## src/sv/lru_fifo_page_replacement_defines.svh

```systemverilog
// Assertion macros shared by the page replacement RTL.
// Each macro expects clk and rst_n to be visible where it is used.
`ifndef LRU_FIFO_PAGE_REPLACEMENT_DEFINES_SVH
`define LRU_FIFO_PAGE_REPLACEMENT_DEFINES_SVH
`ifndef SYNTHESIS
// Same-cycle implication, disabled during reset.
`define LFPR_ASSERT_IMP(label, ante, cons, msg) \
    label: assert property (@(posedge clk) disable iff (!rst_n) (ante) |-> (cons)) \
        else $error(msg);
// Next-cycle implication, disabled during reset.
`define LFPR_ASSERT_NXT(label, ante, cons, msg) \
    label: assert property (@(posedge clk) disable iff (!rst_n) (ante) |=> (cons)) \
        else $error(msg);
`else
`define LFPR_ASSERT_IMP(label, ante, cons, msg)
`define LFPR_ASSERT_NXT(label, ante, cons, msg)
`endif
`endif

```

## src/sv/lfpr_pkg.sv

```systemverilog
`timescale 1ns / 1ps

package lfpr_pkg;

    localparam int PAGE_W  = 16;
    localparam int INDEX_W = 2;
    localparam int COUNT_W = 16;

    localparam logic [COUNT_W-1:0] COUNT_MAX = '1;

    // Request policy codes.
    localparam logic POLICY_LRU  = 1'b0;
    localparam logic POLICY_FIFO = 1'b1;

    typedef struct packed {
        logic              req_type;
        logic [PAGE_W-1:0] page_number;
    } req_t;

    typedef struct packed {
        logic               hit;
        logic [INDEX_W-1:0] frame_index;
        logic               evicted_valid;
        logic [PAGE_W-1:0]  evicted_page;
        logic [COUNT_W-1:0] fault_total;
    } rsp_t;

endpackage

```

## src/sv/lfpr_req_if.sv

```systemverilog
`timescale 1ns / 1ps

interface lfpr_req_if;
    import lfpr_pkg::*;

    logic valid;
    logic ready;
    req_t data;

    modport source (output valid, output data, input ready);
    modport sink (input valid, input data, output ready);
endinterface

```

## src/sv/lfpr_rsp_if.sv

```systemverilog
`timescale 1ns / 1ps

interface lfpr_rsp_if;
    import lfpr_pkg::*;

    logic valid;
    logic ready;
    rsp_t data;

    modport source (output valid, output data, input ready);
    modport sink (input valid, input data, output ready);
endinterface

```

## src/sv/lru_fifo_page_replacement.sv

```systemverilog
`timescale 1ns / 1ps
`include "lru_fifo_page_replacement_defines.svh"
// Page replacement over a small fully associative frame set.
// Channel req carries one page request per item: a policy bit (LRU or FIFO)
// and a page number, of which the low PAGE_BITS bits (at most PAGE_W) take part. Channel rsp
// returns one result item per request: hit flag, frame index, the evicted
// page if a valid page was replaced, and the saturating fault total.
// Both channels use valid/ready; an item moves when both are high.
// A request is registered on acceptance; when it advances, the tag compare,
// victim choice and rank update run in one pass and the result register is
// loaded, so a result is offered once its request leaves the input register.
// While rsp is ready one item per cycle is sustained; the frame state is written
// in the same edge that loads the result, so the next request sees it at once.
// Reset leaves all frames empty and the fault count at zero; requests are
// taken from the first cycle after reset with no clearing pass.
// When rsp stalls the result is held, one more request waits in the input
// register, and req.ready then drops until the result is taken.
module lru_fifo_page_replacement #(
    parameter int NUM_FRAMES = 4,
    parameter int PAGE_BITS  = 16
) (
    input logic      clk,
    input logic      rst_n,
    lfpr_req_if.sink   req,
    lfpr_rsp_if.source rsp
);
    import lfpr_pkg::*;

    localparam int FW = $clog2(NUM_FRAMES);
    localparam int SW = (PAGE_BITS < PAGE_W) ? PAGE_BITS : PAGE_W;
    localparam logic [FW-1:0] LAST_FRAME = FW'(NUM_FRAMES - 1);

    // Input stage
    logic    in_valid_reg, in_valid_next;
    req_t    in_req_reg;

    // Output stage
    logic    out_valid_reg, out_valid_next;
    rsp_t    out_rsp_reg;

    // Frame state
    logic [SW-1:0] frame_page_reg [NUM_FRAMES];
    logic [SW-1:0] frame_page_next [NUM_FRAMES];
    logic [NUM_FRAMES-1:0] frame_valid_reg, frame_valid_next;
    logic [FW-1:0] age_rank_reg [NUM_FRAMES];
    logic [FW-1:0] age_rank_next [NUM_FRAMES];
    logic [FW-1:0] fifo_pointer_reg, fifo_pointer_next;
    logic [COUNT_W-1:0] fault_count_reg, fault_count_next;

    logic                  advance;
    logic [SW-1:0]         page_c;
    logic                  fifo_c;
    logic [NUM_FRAMES-1:0] match_c;
    logic [NUM_FRAMES-1:0] top_c;
    logic                  hit_c;
    logic [FW-1:0]         hit_idx_c;
    logic [FW-1:0]         lru_idx_c;
    logic [FW-1:0]         idx_c;
    logic [FW-1:0]         used_rank_c;
    logic                  ev_valid_c;
    logic [SW-1:0]         ev_page_c;
    rsp_t                  rsp_c;

    assign advance   = in_valid_reg && (!out_valid_reg || rsp.ready);
    assign req.ready = !in_valid_reg || advance;
    assign rsp.valid = out_valid_reg;
    assign rsp.data  = out_rsp_reg;

    assign page_c = in_req_reg.page_number[SW-1:0];
    assign fifo_c = (in_req_reg.req_type == POLICY_FIFO);

    always_comb
    begin
        for (int i = 0; i < NUM_FRAMES; i++)
        begin
            match_c[i] = frame_valid_reg[i] && (frame_page_reg[i] == page_c);
            top_c[i]   = (age_rank_reg[i] == LAST_FRAME);
        end
    end

    // Lowest matching index wins; the LRU victim is the lowest index at top rank,
    // which always exists because ranks below the top are held by distinct frames.
    always_comb
    begin
        hit_idx_c = '0;
        lru_idx_c = '0;
        for (int i = NUM_FRAMES - 1; i >= 0; i--)
        begin
            if (match_c[i])
            begin
                hit_idx_c = FW'(i);
            end
            if (top_c[i])
            begin
                lru_idx_c = FW'(i);
            end
        end
    end

    assign hit_c       = |match_c;
    assign idx_c       = hit_c ? hit_idx_c : (fifo_c ? fifo_pointer_reg : lru_idx_c);
    assign used_rank_c = age_rank_reg[idx_c];
    assign ev_valid_c  = !hit_c && frame_valid_reg[idx_c];
    assign ev_page_c   = ev_valid_c ? frame_page_reg[idx_c] : '0;

    always_comb
    begin
        rsp_c.hit           = hit_c;
        rsp_c.frame_index   = INDEX_W'(idx_c);
        rsp_c.evicted_valid = ev_valid_c;
        rsp_c.evicted_page  = PAGE_W'(ev_page_c);
        rsp_c.fault_total   = fault_count_next;
    end

    always_comb
    begin
        frame_page_next   = frame_page_reg;
        frame_valid_next  = frame_valid_reg;
        age_rank_next     = age_rank_reg;
        fifo_pointer_next = fifo_pointer_reg;
        fault_count_next  = fault_count_reg;

        if (advance)
        begin
            if (!fifo_c)
            begin
                for (int i = 0; i < NUM_FRAMES; i++)
                begin
                    if (FW'(i) == idx_c)
                    begin
                        age_rank_next[i] = '0;
                    end
                    else if (age_rank_reg[i] < used_rank_c)
                    begin
                        age_rank_next[i] = age_rank_reg[i] + 1'b1;
                    end
                end
            end
            if (!hit_c)
            begin
                frame_page_next[idx_c]  = page_c;
                frame_valid_next[idx_c] = 1'b1;
                if (fault_count_reg != COUNT_MAX)
                begin
                    fault_count_next = fault_count_reg + 1'b1;
                end
                if (fifo_c)
                begin
                    fifo_pointer_next = (fifo_pointer_reg == LAST_FRAME) ? '0
                                        : fifo_pointer_reg + 1'b1;
                end
            end
        end
    end

    always_comb
    begin
        if (req.valid && req.ready)
        begin
            in_valid_next = 1'b1;
        end
        else if (advance)
        begin
            in_valid_next = 1'b0;
        end
        else
        begin
            in_valid_next = in_valid_reg;
        end

        if (advance)
        begin
            out_valid_next = 1'b1;
        end
        else if (rsp.ready)
        begin
            out_valid_next = 1'b0;
        end
        else
        begin
            out_valid_next = out_valid_reg;
        end
    end

    always_ff @(posedge clk or negedge rst_n)
    begin
        if (!rst_n)
        begin
            in_valid_reg     <= 1'b0;
            out_valid_reg    <= 1'b0;
            frame_valid_reg  <= '0;
            fifo_pointer_reg <= '0;
            fault_count_reg  <= '0;
            for (int i = 0; i < NUM_FRAMES; i++)
            begin
                age_rank_reg[i] <= LAST_FRAME;
            end
        end
        else
        begin
            in_valid_reg     <= in_valid_next;
            out_valid_reg    <= out_valid_next;
            frame_valid_reg  <= frame_valid_next;
            fifo_pointer_reg <= fifo_pointer_next;
            fault_count_reg  <= fault_count_next;
            age_rank_reg     <= age_rank_next;
        end
    end

    // Frame pages are only read behind their valid bits.
    always_ff @(posedge clk)
    begin
        frame_page_reg <= frame_page_next;
        if (req.valid && req.ready)
        begin
            in_req_reg <= req.data;
        end
        if (advance)
        begin
            out_rsp_reg <= rsp_c;
        end
    end

    `LFPR_ASSERT_IMP(a_single_match, in_valid_reg, $onehot0(match_c), "page resident twice")
    `LFPR_ASSERT_IMP(a_top_rank, 1'b1, |top_c, "no frame at top rank")
    `LFPR_ASSERT_NXT(a_result_loaded, advance, out_valid_reg, "result not offered")
    `LFPR_ASSERT_NXT(a_fault_counted, advance && !hit_c, fault_count_reg != '0,
                     "fault not counted")

endmodule
```

## src/flat_wrapper.sv

```systemverilog
// flat-port wrapper written by rule: the top's interface ports become plain ports
module lru_fifo_page_replacement_flat import lfpr_pkg::*;
#(
    parameter int NUM_FRAMES = 4,
    parameter int PAGE_BITS  = 16
)
  (clk, rst_n, req_valid, req_data, req_ready, rsp_valid, rsp_data, rsp_ready);
  lfpr_req_if req_i ();
  lfpr_rsp_if rsp_i ();
  input logic clk;
  input logic rst_n;
  input wire logic [$bits(req_i.valid)-1:0] req_valid;
  input wire logic [$bits(req_i.data)-1:0] req_data;
  output wire logic [$bits(req_i.ready)-1:0] req_ready;
  output wire logic [$bits(rsp_i.valid)-1:0] rsp_valid;
  output wire logic [$bits(rsp_i.data)-1:0] rsp_data;
  input wire logic [$bits(rsp_i.ready)-1:0] rsp_ready;
  assign req_i.valid = req_valid;
  assign req_i.data = req_data;
  assign req_ready = req_i.ready;
  assign rsp_valid = rsp_i.valid;
  assign rsp_data = rsp_i.data;
  assign rsp_i.ready = rsp_ready;
  lru_fifo_page_replacement #(.NUM_FRAMES(NUM_FRAMES), .PAGE_BITS(PAGE_BITS)) u_core (.clk(clk), .rst_n(rst_n), .req(req_i), .rsp(rsp_i));
endmodule
```

## config.mk

```make
export PLATFORM = sky130hd
export DESIGN_NAME = lru_fifo_page_replacement_flat
export DESIGN_NICKNAME = d
export VERILOG_FILES = /design/src/sv/lfpr_pkg.sv /design/src/sv/lfpr_req_if.sv /design/src/sv/lfpr_rsp_if.sv /design/src/sv/lru_fifo_page_replacement.sv /design/src/flat_wrapper.sv
export VERILOG_INCLUDE_DIRS = /design/src /design/src/sv
export SDC_FILE = /design/constraint.sdc
export NUM_CORES = 1
export LEC_CHECK = 0
export BUFFER_PORTS_ARGS = -buffer_cell sky130_fd_sc_hd__buf_2
export CELL_PAD_IN_SITES_DETAIL_PLACEMENT = 0
export CELL_PAD_IN_SITES_GLOBAL_PLACEMENT = 1
export CORE_ASPECT_RATIO = 1.1
export CORE_MARGIN = 3
export CORE_UTILIZATION = 49
export CTS_CLUSTER_SIZE = 25
export DETAILED_ROUTE_END_ITERATION = 16
export GPL_TIMING_DRIVEN = 0
export MAX_ROUTING_LAYER = met4
export PLACE_DENSITY_LB_ADDON = 0.25
export SLEW_MARGIN = 0
export SYNTH_ARGS = -nofsm -noshare
export SYNTH_HDL_FRONTEND = slang
export SYNTH_SLANG_ARGS = --single-unit
```

## constraint.sdc

```tcl
create_clock -name clk -period 4.74 [get_ports clk]
set_input_delay 0.711 -clock clk [delete_from_list [all_inputs] [get_ports clk]]
set_output_delay 0.711 -clock clk [all_outputs]
set_load 0.01 [all_outputs]
```

==> impl_metrics.tcl, run 1 <==
set metrics [dict create \
    h-tree-depth 4 \
    worst_ep_arrival_time_ns 3.94 \
    top_usage_layer "met2" \
    worst_setup_path_start_kind "register" \
    ys_types 53 \
    wl_per_cell_um 18.4 \
    critical_path_required_ns 4.87 \
    port_buffers 58 \
    crit_fanout 10 \
    place_congestion 0.917 \
    drt_iter0_markers 353 \
    grt_pass1_wl_mm 23.2 \
    ioPinCount 59 \
    final.fill_count 1097 \
    die_y_um 129 \
    synth_compound_area_share_pct 7.23 \
    vias 4226 \
    seqCellArea_um2 4320 \
    postCtsHoldBufs 0 \
    firstDrtPassIters 5 \
    grt_pass1_vias 4281 \
    synthToLayoutAreaGrowth_pct 16.3 \
    die_width_um 118 \
    die_area_um2 15300 \
    relSlewSlack_pct 31.6 \
    coreArea_um2 13400 \
    cts_buffer_depth 2 \
    syn_nets 538 \
    rr_endpoint "u_core.frame_page_reg[22]" \
    setup_tns_ns 0 \
    hold_violations 0 \
    clockRootBuffer "clkbuf_16" \
    ant_nets 0 \
    routed_wl_mm 14.5 \
    criticalPathCategory "reg -> reg" \
    synth.largest_area_cell "edfxtp_1" \
    fin_crit_sh_pct 80.3 \
    startpoint "u_core.page_c[10]" \
    synth_common_cells "117 x edfxtp_1, 66 x nand2_1, 62 x xor2_1" \
    grt_use_met1_pct 26.6 \
    vdd_drop_max_v 0.000307 \
    yosys_warnings 0 \
    synth_top_family_by_area "simple AND/OR/NAND/NOR gates" \
    num-nets-final 617 \
    postCtsSetupRepairBufs 0 \
    synthAdderAreaFrac_pct 1.11 \
    rows 44 \
    dp_hpwl_mm 9.88 \
    synthTopCellsByArea "edfxtp_1 52%, dfrtp_1 8.9%, xor2_1 8.0%" \
    met2_usage_pct 33.3 \
    avgSynthCellArea_um2 13.2 \
    cts_tree "built" \
    syn_area_um2 6760 \
    crit_path_end_kind "register" \
    slew_violations 0 \
    antenna_found_initial 0 \
    r2r-start "u_core.page_c[10]" \
    synthSimpleGateAreaFrac_pct 13.3 \
    largest_reg_flops 64 \
    hold_path.class "in -> async" \
    p_leak_nw 3.03 \
    syn_inst 511 \
    synth_top_area_share_pct 51.9 \
    final.min_clock_period_ns 3.80 \
    max_freq_mhz 263 \
    rsz0062_at_grt "false" \
    ys_ff_latch 149 \
    synth_flop_cell "edfxtp_1" \
    power.density_nw_per_um2 548 \
    status "completed" \
    yosysMostFrequentCell "edfxtp_1" \
    synthXorXnorAreaFrac_pct 9.71 \
    cts_buffers 17 \
    clk_latency_ns 0.43 \
    finalClockSkew_ns 0.0133 \
    finalSetupViolCount 0 \
    yosysSeqAreaShare_pct 63.9 \
    reg2reg_slack_ns 0.94 \
    diodes 0 \
    synth_edf_count 117 \
    start_util_pct 50.6 \
    remaining_drc_errors 0 \
    multi_input_area_um2 2320 \
    utilization_pct 58.8 \
    met3_usage_pct 4.71 \
    cts.clk_slew.worst_paths_ns 0.06 \
    tightest_slew_ns 1.03 \
    grt_max_degree 37 \
    grtUsageTotal_pct 20.9 \
    via_per_inst 5.37 \
    r2r.worst_path.cells 10 \
    cts_sinks 149 \
    maxCapViolCount 0 \
    synth.mux.area_fraction_pct 2.83 \
    layout-drive-gt1-share_pct 22.1 \
    async_flop_share_pct 21.5 \
    postCtsResizedCells 0 \
    overflow 0 \
]
-- cells in the final DEF, fill, tap and decap left out, types with 9 or more instances in the layout --
master     netlist  routed
nor2_1          16      16
xnor2_1         13      13
mux2i_1         12      12
clkbuf_1         8       9
nand3_1         17      17
o211a_1         10      10
nor4_1          14      13
clkbuf_16        0      17
edfxtp_1       117     117
and2_1          12      12
inv_1           10       9
dfrtp_1         24      24
buf_2            3      61
nand2_1         66      66
o21ai_0         10      10
xor2_1          62      62
nor3_1          10      10
-- per-layer routing --
| layer | part of all wire, % | up-vias |
|---|---|---|
| met4 | 1.1 | 0 |
| li1 | - | 2034 |
| met3 | 4.1 | 10 |
| met2 | 50 | 113 |
| met1 | 44 | 2069 |
| met5 | 0 | - |
-- power breakdown --
part	internal, W	switching, W
clock	0.000724	0.000532
sequential	0.00173	0.000150
combinational	0.000473	0.000705
total	0.00292	0.00139
-- stage by stage --
step / hold WS (ns) / cell area, µm² / std cells / setup slack, ns / total power, W
2_1_floorplan: 0.415 / 6760 / 511 / 0.900 / 0.00269
3_3_place_gp: 0.466 / 7280 / 753 / -1.22 / 0.00305
3_5_place_dp: 0.477 / 7310 / 755 / 0.964 / 0.00308
4_1_cts: 0.377 / 7870 / 787 / 0.940 / 0.00435
5_1_grt: 0.406 / 7870 / 787 / 0.742 / 0.00456
6_report: 0.353 / 7870 / 787 / 0.936 / 0.00431
-- how the worst max path moves through the flow --
stage / end / slack (ns) / cells past startpoint
3_3_place_gp: u_core.frame_page_reg[22] / -1.22 / 8
5_1_grt: u_core.frame_page_reg[22] / 0.74 / 10
4_1_cts: u_core.frame_page_reg[22] / 0.94 / 10
3_5_place_dp: u_core.frame_page_reg[22] / 0.96 / 10
6_report: u_core.frame_page_reg[22] / 0.94 / 10
2_1_floorplan: u_core.frame_page_reg[16] / 0.90 / 8
-- final cells by class --
| type | instances | area share (%) |
|---|---|---|
| inverter | 11 | 0.525 |
| multi-input combinational | 334 | 29.5 |
| timing repair buffer | 60 | 3.93 |
| tap | 184 | 2.93 |
| sequential | 149 | 55.0 |
| buffer | 17 | 1.10 |
| clock inverter | 14 | 1.61 |
| clock buffer | 18 | 5.46 |
-- worst max-delay path: stages, from the launching register on --
cell	delay, ns
edfxtp_1	0.55
xor2_1	0.23
nor4_1	0.47
nand4_1	0.27
o22ai_2	0.31
o21bai_2	0.11
buf_6	0.17
buf_2	0.22
nor4_2	0.76
buf_6	0.24
buf_4	0.18
-- cells by family (layout without fill, tap and decap cells) --
family                     count (synthesis)  after routing
and+or+nand+nor                          173            173
DFF                                      149            149
xor gates and xnor gates                  75             75
AOI/OAI and AO/OA                         62             62
buffers and inverters                     28            120
muxes                                     18             18
adders and majority gates                  6              6
Power figures use the tool's default switching activity.
==> run 2: changes to the inputs <==
--- a/config.mk
+++ b/config.mk
@@ -11,7 +11,7 @@
 export CELL_PAD_IN_SITES_GLOBAL_PLACEMENT = 1
 export CORE_ASPECT_RATIO = 1.1
 export CORE_MARGIN = 3
-export CORE_UTILIZATION = 49
+export CORE_UTILIZATION = 44
 export CTS_CLUSTER_SIZE = 25
 export DETAILED_ROUTE_END_ITERATION = 16
 export GPL_TIMING_DRIVEN = 0
==> constraint.sdc (replaced) <==
create_clock -name clk -period 3.15 [get_ports clk]
set_input_delay 0.4725 -clock clk [delete_from_list [all_inputs] [get_ports clk]]
set_output_delay 0.4725 -clock clk [all_outputs]
set_load 0.01 [all_outputs]
==> run 2 against run 1 <==
  * The run now ends with negative setup slack left
  * Non-clock buffer count increased by 38
  * Via count rose by 7.1%
  * Worst setup slack worse by 0.99 ns
  * Sequential power is 50% higher
  * Global-route usage decreased by 1.5 points
  * Register-to-register slack got worse by 0.99 ns
  * Clock power grew 58%
==> impl_metrics.tcl, run 2 (synthesized netlist as in run 1, its figures left out) <==
set metrics [dict create \
    status "finished with violations" \
    failed_checks "negative setup slack" \
    r2r.worst_path.cells 12 \
    worst_setup_path_start_kind "register" \
    layout_setup_ws_ns -0.0570 \
    cp.depth 12 \
    start_util_pct 45.9 \
    die_y_um 136 \
    grtUsageTotal_pct 19.4 \
    final.min_clock_period_ns 3.21 \
    finalClockSkew_ns 0.00879 \
    highest_layer "met4" \
    fin_crit_sh_pct 102 \
    critical_path.max_stage_delay_ns 0.48 \
    grt_pass1_vias 4408 \
    crit_family "simple AND/OR/NAND/NOR gates" \
    internal-power_w 0.00470 \
    die_area_um2 16900 \
    overflow 0 \
    grt_pass1_wl_mm 24.3 \
    cts_tree "built" \
    reg2reg_slack_ns -0.06 \
    relSlewSlack_pct 27.9 \
    via_per_inst 5.43 \
    cts_buffer_depth 2 \
    r2r-start "u_core.page_c[9]" \
    final_cell_mix "117 x edfxtp_1, 66 x nand2_1, 62 x xor2_1, 59 x buf_2, 41 x buf_4" \
    crit_chain "buf_4 > xor2_1 > nor4_2 > nand4_1 > o22ai_4 > o21bai_2 > buf_6 > mux2i_4 > mux2_4 > buf_8 > nor4b_4 > and3b_1" \
    crit_path_end_kind "register" \
    p_leak_nw 3.33 \
    critical_path_required_ns 3.51 \
    cts_buffers 17 \
    vias 4525 \
    worst_ep_arrival_time_ns 3.56 \
    num-nets-final 656 \
    setup_tns_ns -0.0868 \
    power.density_nw_per_um2 825 \
    switching_share_pct 32.7 \
    postCtsHoldBufs 0 \
    clock_power_share_pct 28.5 \
    fin_hold_ws_ns 0.117 \
    tightest_slew_ns 1.08 \
    dp_hpwl_mm 9.89 \
    finalSetupViolCount 4 \
    largest_reg_flops 64 \
    dr_wl_met3_um 855 \
    remaining_drc_errors 0 \
    die_width_um 124 \
    wl_met1_mm 7.14 \
    met2_length_mm 7.92 \
    routed_wl_mm 16.2 \
    critPathSlowestCell "edfxtp_1" \
    place_congestion 0.858 \
    port_buffers 58 \
    rsz0062_at_grt "true" \
    dpl_cell_area_um2 7310 \
    path_buf_inv 3 \
    hold_violations 0 \
    synthToLayoutAreaGrowth_pct 25.3 \
    antenna_found_initial 0 \
    vdd_drop_max_v 0.000398 \
    final_common_cell "edfxtp_1" \
    criticalPathCategory "reg -> reg" \
    ant_nets 0 \
    firstDrtPassIters 4 \
    cts.clk_slew.worst_paths_ns 0.06 \
    diodes 0 \
    clk_latency_ns 0.43 \
    slew_violations 0 \
    grt_max_degree 37 \
    sequentialPowerShare_pct 40.4 \
    rr_endpoint "u_core.age_rank_reg[7]" \
    clockRootBuffer "clkbuf_16" \
    utilization_pct 57.5 \
    coreArea_um2 14700 \
    hold_path.class "in -> async" \
    total_power_w 0.00699 \
    cp-endpoint "u_core.age_rank_reg[7]" \
    maxCapViolCount 0 \
    crit_fanout 5 \
    wl_per_cell_um 19.4 \
    power_switching_w 0.00229 \
    p_comb_share_pct 31.1 \
    h-tree-depth 4 \
    ioPinCount 59 \
    rows 46 \
    max_freq_mhz 312 \
    fin_area_um2 8470 \
    layout-drive-gt1-share_pct 31.9 \
    drt_iter0_markers 305 \
    cts_sinks 149 \
    startpoint "u_core.page_c[9]" \
]
==> run 2: cell types whose count changed in the layout (fill, tap and decap cells not counted), moves of 4 or more <==
cell	previous run	this run
nor3_2	0	5
clkbuf_1	9	2
buf_4	2	41
nor4_2	3	11
nor3_1	10	4
o21ai_0	10	6
o21ai_1	0	4
nor4_1	13	4
==> run 2: routing by layer <==
| layer | up-vias | track usage, % |
|---|---|---|
| met4 | 0 | 6.27 |
| met1 | 2265 | 25.7 |
| met5 | - | - |
| met2 | 126 | 30.3 |
| met3 | 16 | 4.09 |
| li1 | 2118 | - |
==> run 2: area by class of cell <==
class                   count  area (µm²)
flip-flops and latches    149        4320
repair buffers             99         653
multi-input cells         335        2510
plain buffers              16         118
fillers                  1228        6260
inverters                  11        45.0
clock buffers              17         425
clock inverters            15         154
well taps                 192         240
==> run 2: worst min-delay path by stage <==
stage,from,endpoint,cells past startpoint
floorplan,rst_n,u_core.fault_count_reg[0],0
global placement,u_core.fault_count_reg[8],u_core.fault_count_reg[8],1
detailed placement,u_core.fault_count_reg[8],u_core.fault_count_reg[8],1
CTS,rst_n,u_core.fault_count_reg[8],1
global route,rst_n,u_core.fault_count_reg[8],1
finish,rst_n,u_core.fault_count_reg[8],1
==> run 2: power by group through the flow <==
stage	sequential [W]	clock, W	combinational (W)
after floorplan	0.00288	0	0.00118
after global placement	0.00285	0	0.00176
after detailed placement	0.00286	0	0.00178
after CTS	0.00282	0.00202	0.00188
after global routing	0.00286	0.00211	0.00236
final	0.00282	0.00199	0.00218
==> run 2: per-stage QoR <==
stage | std cells | setup WS [ns]
finish | 834 | -0.0570
CTS | 801 | -0.00211
global placement | 761 | -0.634
detailed placement | 761 | -0.667
global route | 834 | -0.126
floorplan | 511 | 0.357
==> run 2: what timing repair did <==
action / 4_1_cts / 5_1_grt
cloned: 0 / 4
gates resized for setup: 22 / 44
pin swaps: 4 / 17
endpoints found under the setup margin: 95 / 82
setup buffers: 9 / 29
